File: src/hw/rtl/p2rgba_pkg.sv
// ----------------------------------------------------------------------------
// p2rgba_pkg
// Shared types and constants for the palette index to packed rgba expander.
// ----------------------------------------------------------------------------
package p2rgba_pkg;

  // palette size and derived address width
  localparam int PALETTE_ENTRIES = 256;
  localparam int IDX_W           = $clog2(PALETTE_ENTRIES);
  localparam int INDEX_W         = 8;
  localparam int BYTE_W          = 8;

  // command codes of an input transaction
  typedef enum logic {
    CMD_LOAD  = 1'b0,
    CMD_PIXEL = 1'b1
  } cmd_t;

  // one palette entry as held in the store
  typedef struct packed {
    logic [BYTE_W-1:0] alpha;
    logic [BYTE_W-1:0] byte2;
    logic [BYTE_W-1:0] byte1;
    logic [BYTE_W-1:0] byte0;
  } pal_entry_t;

  // status of the lookup stage
  typedef struct packed {
    logic valid;
    logic oor;
  } lookup_stat_t;

endpackage

File: src/hw/rtl/p2rgba_out_if.sv
// ----------------------------------------------------------------------------
// p2rgba_out_if
// Result channel: one packed pixel per transaction.
// ----------------------------------------------------------------------------
interface p2rgba_out_if;
  logic       valid;
  logic       ready;
  logic [7:0] first_byte;
  logic [7:0] second_byte;
  logic [7:0] third_byte;
  logic [7:0] alpha_byte;
  logic       alpha_present;

  modport source (
    output valid, first_byte, second_byte, third_byte, alpha_byte, alpha_present,
    input  ready
  );

  modport sink (
    input  valid, first_byte, second_byte, third_byte, alpha_byte, alpha_present,
    output ready
  );
endinterface

File: src/hw/rtl/p2rgba_format.sv
// ----------------------------------------------------------------------------
// p2rgba_format
// Output stage: orders the entry bytes, applies the alpha mode, holds the
// result until the sink takes it.
// ----------------------------------------------------------------------------
module p2rgba_format (
  input  logic                      clk,
  input  logic                      rst_n,
  input  p2rgba_pkg::lookup_stat_t  lookup,
  input  p2rgba_pkg::pal_entry_t    rd_data,
  input  logic                      output_alpha,
  output logic                      lookup_take,
  p2rgba_out_if.source              out_ch
);
  import p2rgba_pkg::*;

  logic              out_valid_r;
  logic              out_valid_nxt;
  logic [BYTE_W-1:0] first_r;
  logic [BYTE_W-1:0] second_r;
  logic [BYTE_W-1:0] third_r;
  logic [BYTE_W-1:0] alpha_r;
  logic              present_r;
  pal_entry_t        entry;
  logic              out_free;

  // lookup stage moves on when the output register is empty or draining
  assign out_free    = !out_valid_r || out_ch.ready;
  assign lookup_take = lookup.valid && out_free;

  // out-of-range pixels read as an all-zero entry
  assign entry = lookup.oor ? '0 : rd_data;

  always_comb begin
    out_valid_nxt = out_valid_r;
    if (lookup_take) begin
      out_valid_nxt = 1'b1;
    end else if (out_ch.ready) begin
      out_valid_nxt = 1'b0;
    end
  end

  // output valid
  always_ff @(posedge clk) begin
    if (!rst_n) begin
      out_valid_r <= 1'b0;
    end else begin
      out_valid_r <= out_valid_nxt;
    end
  end

  // output payload
  always_ff @(posedge clk) begin
    if (lookup_take) begin
      first_r   <= entry.byte2;
      second_r  <= entry.byte1;
      third_r   <= entry.byte0;
      alpha_r   <= output_alpha ? entry.alpha : '0;
      present_r <= output_alpha;
    end
  end

  assign out_ch.valid         = out_valid_r;
  assign out_ch.first_byte    = first_r;
  assign out_ch.second_byte   = second_r;
  assign out_ch.third_byte    = third_r;
  assign out_ch.alpha_byte    = alpha_r;
  assign out_ch.alpha_present = present_r;

  // three-byte results carry a zero fourth byte
  a_alpha_zero: assert property (@(posedge clk) disable iff (!rst_n)
    out_valid_r && !present_r |-> alpha_r == '0)
    else $error("alpha byte not zero in three-byte mode");

  // a stalled result is never overwritten by the lookup stage
  a_no_overwrite: assert property (@(posedge clk) disable iff (!rst_n)
    out_valid_r && !out_ch.ready |-> !lookup_take)
    else $error("lookup stage advanced into a stalled output");

  // a stalled result stays valid with its payload unchanged
  a_hold_stable: assert property (@(posedge clk) disable iff (!rst_n)
    out_valid_r && !out_ch.ready |=>
      out_valid_r && $stable({first_r, second_r, third_r, alpha_r, present_r}))
    else $error("stalled result changed before it was taken");

endmodule
File: src/flat_wrapper.sv
// flat-port wrapper written by rule: the top's interface ports become plain ports
module p2rgba_format_flat import p2rgba_pkg::*;
  (clk, rst_n, lookup, rd_data, output_alpha, lookup_take, out_ch_valid, out_ch_first_byte, out_ch_second_byte, out_ch_third_byte, out_ch_alpha_byte, out_ch_alpha_present, out_ch_ready);
  p2rgba_out_if out_ch_i ();
  input  logic clk;
  input  logic rst_n;
  input  p2rgba_pkg::lookup_stat_t lookup;
  input  p2rgba_pkg::pal_entry_t rd_data;
  input  logic output_alpha;
  output logic lookup_take;
  output wire logic [$bits(out_ch_i.valid)-1:0] out_ch_valid;
  output wire logic [$bits(out_ch_i.first_byte)-1:0] out_ch_first_byte;
  output wire logic [$bits(out_ch_i.second_byte)-1:0] out_ch_second_byte;
  output wire logic [$bits(out_ch_i.third_byte)-1:0] out_ch_third_byte;
  output wire logic [$bits(out_ch_i.alpha_byte)-1:0] out_ch_alpha_byte;
  output wire logic [$bits(out_ch_i.alpha_present)-1:0] out_ch_alpha_present;
  input wire logic [$bits(out_ch_i.ready)-1:0] out_ch_ready;
  assign out_ch_valid = out_ch_i.valid;
  assign out_ch_first_byte = out_ch_i.first_byte;
  assign out_ch_second_byte = out_ch_i.second_byte;
  assign out_ch_third_byte = out_ch_i.third_byte;
  assign out_ch_alpha_byte = out_ch_i.alpha_byte;
  assign out_ch_alpha_present = out_ch_i.alpha_present;
  assign out_ch_i.ready = out_ch_ready;
  p2rgba_format u_core (.clk(clk), .rst_n(rst_n), .lookup(lookup), .rd_data(rd_data), .output_alpha(output_alpha), .lookup_take(lookup_take), .out_ch(out_ch_i));
endmodule
File: config.mk
export PLATFORM = sky130hd
export DESIGN_NAME = p2rgba_format_flat
export DESIGN_NICKNAME = d
export VERILOG_FILES = /design/src/hw/rtl/p2rgba_pkg.sv /design/src/hw/rtl/p2rgba_out_if.sv /design/src/hw/rtl/p2rgba_format.sv /design/src/flat_wrapper.sv
export SDC_FILE = /design/constraint.sdc
export NUM_CORES = 1
export LEC_CHECK = 0
export CORE_ASPECT_RATIO = 0.6
export CORE_MARGIN = 2
export CORE_UTILIZATION = 33
export DETAILED_ROUTE_END_ITERATION = 10
export DONT_BUFFER_PORTS = 1
export PLACE_DENSITY_LB_ADDON = 0.3
export SLEW_MARGIN = 30
export SYNTH_ARGS = -nofsm -noshare
export SYNTH_HDL_FRONTEND = slang
export SYNTH_SLANG_ARGS = --single-unit
File: constraint.sdc
create_clock -name clk -period 3.35 [get_ports clk]
set_input_delay 0.335 -clock clk [delete_from_list [all_inputs] [get_ports clk]]
set_output_delay 0.335 -clock clk [all_outputs]
set_load 0.02 [all_outputs]
==> impl_metrics.env <==
export IMPL_ys_ff_latch=34
export IMPL_worstPathArrival_ns=1.47
export IMPL_pwr_share_comb_pct=4.0
export IMPL_post_drt_wl_per_cell_um=16.9
export IMPL_critPathSlowestCell="nor2b_4"
export IMPL_slew_headroom_pct=71.3
export IMPL_highest_layer="met4"
export IMPL_worst_path_max_fanout=22
export IMPL_clock_path_buffers=2
export IMPL_antenna_cells=0
export IMPL_fill_cells=338
export IMPL_fp_coreArea_um2=3680
export IMPL_synthTopCellsByArea="edfxtp_1, nor2b_1, and2_1"
export IMPL_clkTransAtPathRegs_ns=0.07
export IMPL_drc=0
export IMPL_cts_root_buf="clkbuf_8"
export IMPL_post_route_min_period_ns=1.81
export IMPL_io_pins=73
export IMPL_finalSetupTns_ns=0
export IMPL_vias=586
export IMPL_startpoint_type="flop"
export IMPL_tritoncts="done"
export IMPL_finalHoldViolations=0
export IMPL_htreeDepth=2
export IMPL_die_w_um=84.2
export IMPL_cp_num_buf_inv=1
export IMPL_slew_violations=0
export IMPL_avgSynthCellArea_um2=17.7
export IMPL_grt_usage_pct=10.3
export IMPL_cts_made_buffers=5
export IMPL_worstMarginPinSlew_ns=0.429
export IMPL_synth_area_um2=1270
export IMPL_layout_commonest_cell="edfxtp_1"
export IMPL_setup_violations=0
export IMPL_place_ws_ns=1.58
export IMPL_path_cells="nor2b_1 > nor2b_4 > buf_16"
export IMPL_powerDensity_nw_per_um2=607
export IMPL_ys_warn_count=0
export IMPL_hold_ws_ns=0.142
export IMPL_place_congestion=0.698
export IMPL_fp_dieH_um=52.1
export IMPL_multiInputGateArea_um2=246
export IMPL_drt_iter0_drc=20
export IMPL_grt_pass1_vias=604
export IMPL_met3_length_um=370
export IMPL_post_route_period_util_pct=53.9
export IMPL_pwr_share_clk_pct=33.3
export IMPL_grt_start_max_net_pins=35
export IMPL_met1_length_um=777
export IMPL_criticalPathCategory="flop to primary output"
export IMPL_wl_mm=2.12
export IMPL_power_switching_share_pct=23.9
export IMPL_fin_nets=116
export IMPL_clkLatencyLatePin_ns=0.28
export IMPL_p_leak_nw=0.499
export IMPL_yosysUniqueCellTypes=8
export IMPL_dr_pass1_iters=3
export IMPL_synth_nets=110
export IMPL_synthCells=72
export IMPL_maxCapViolCount=0
export IMPL_rsz0062_at_grt="false"
export IMPL_p_int_uw=660
export IMPL_antenna_found_initial=0
export IMPL_yosys_area_top_type_share_pct=77.9
export IMPL_critPathRequiredTime_ns=3.01
export IMPL_viasPerCell=4.65
export IMPL_die_area_um2=4390
export IMPL_p_sw_uw=207
export IMPL_critical_path_top_delay_family="simple AND/OR/NAND/NOR gates"
export IMPL_area_growth_pct=12.3
export IMPL_fp_row_count=17
export IMPL_seq_area_frac_synth_pct=79.4
export IMPL_cts_sinks=34
export IMPL_pwr_share_seq_pct=62.8
export IMPL_max_freq_mhz=553
export IMPL_drt_antenna_violating_nets=0
export IMPL_post_cts_buffers=0
export IMPL_grt_pass1_wl_mm=3.10
export IMPL_synth_top_area_cell="edfxtp_1"
export IMPL_grt_overflow_total=0
export IMPL_slowest_delay_ns=0.38
export IMPL_hold_class="input pin to flop"
export IMPL_outcome="finished clean"
export IMPL_setup_ws_ns=1.54
export IMPL_end_kind="primary output"
export IMPL_initial_core_util_pct=34.6
export IMPL_wl_met2_um=939
export IMPL_skew_ns=0.00609
export IMPL_layout_common_cells="edfxtp_1, nor2b_1, and2_1, clkbuf_8, and2b_1"
export IMPL_port_buffers=0
export IMPL_drive_gt1_share_pct=12.7
export IMPL_ff_latch_area_um2=1010
export IMPL_ir_worst_vdd_mv=0.275
export IMPL_ctsHoldBuffers=0
export IMPL_cts_resized=0
synth_stat cells:
cell       n
and2_1     8
buf_6      2
nor2b_4    1
nor2b_1   22
o21a_1     1
dfxtp_1    1
edfxtp_1  33
and2b_1    4
routing by layer:
metal,GRT usage [%],vias up
met1,10.0,265
met2,14.6,51
li1,-,263
met4,6.45,0
met5,0,-
met3,9.21,7
stage by stage:
stage	area, um2	total power [mW]	util (%)	instances
global route	1430	0.905	38.8	126
floorplan	1270	0.580	-	72
finish	1430	0.867	38.8	126
global placement	1320	0.583	35.8	117
detailed placement	1320	0.585	35.8	117
CTS	1400	0.873	38.1	125
sequential cells by signal, summed over array words and instances, names as in the netlist:
signal                       cells
u_core.out_ch.second_byte        8
u_core.out_ch.third_byte         8
u_core.out_ch.alpha_present      1
u_core.out_ch.alpha_byte         8
u_core.out_ch.first_byte         8
u_core.out_ch.valid              1
power by group through the flow:
stage / sequential (mW) / combinational [mW] / clock, mW
after floorplan: 0.551 / 0.0285 / 0
after CTS: 0.546 / 0.0304 / 0.297
after global routing: 0.547 / 0.0385 / 0.319
final: 0.544 / 0.0346 / 0.288
after detailed placement: 0.554 / 0.0305 / 0
after global placement: 0.554 / 0.0286 / 0
cell type report:
cell class | count | area share [%]
flip-flops and latches | 34 | 70.8
repair buffers | 1 | 1.93
well taps | 47 | 4.12
multi-input cells | 36 | 17.3
clock buffers | 5 | 4.82
clock inverters | 3 | 1.14
final timing paths:
| kind | start | depth (start not counted) | to | slack (ns) |
|---|---|---|---|---|
| setup reg to reg | u_core.out_ch.valid$_SDFFE_PN0P_ | 3 | u_core.out_ch.third_byte[3]$_SDFFCE_PP0P_ | 1.87 |
| hold / removal | output_alpha | 0 | u_core.out_ch.alpha_present$_DFFE_PP_ | 0.14 |
| setup / recovery | u_core.out_ch.valid$_SDFFE_PN0P_ | 3 | lookup_take | 1.54 |
| hold reg to reg | u_core.out_ch.valid$_SDFFE_PN0P_ | 2 | u_core.out_ch.valid$_SDFFE_PN0P_ | 0.78 |
kinds of logic after synthesis:
group / synth area share [%]
buffers and inverters: 1.77
AO/OA/AOI/OAI: 0.590
flip-flops: 79.4
AND/OR/NAND/NOR: 18.2
Power figures use the tool's default switching activity.
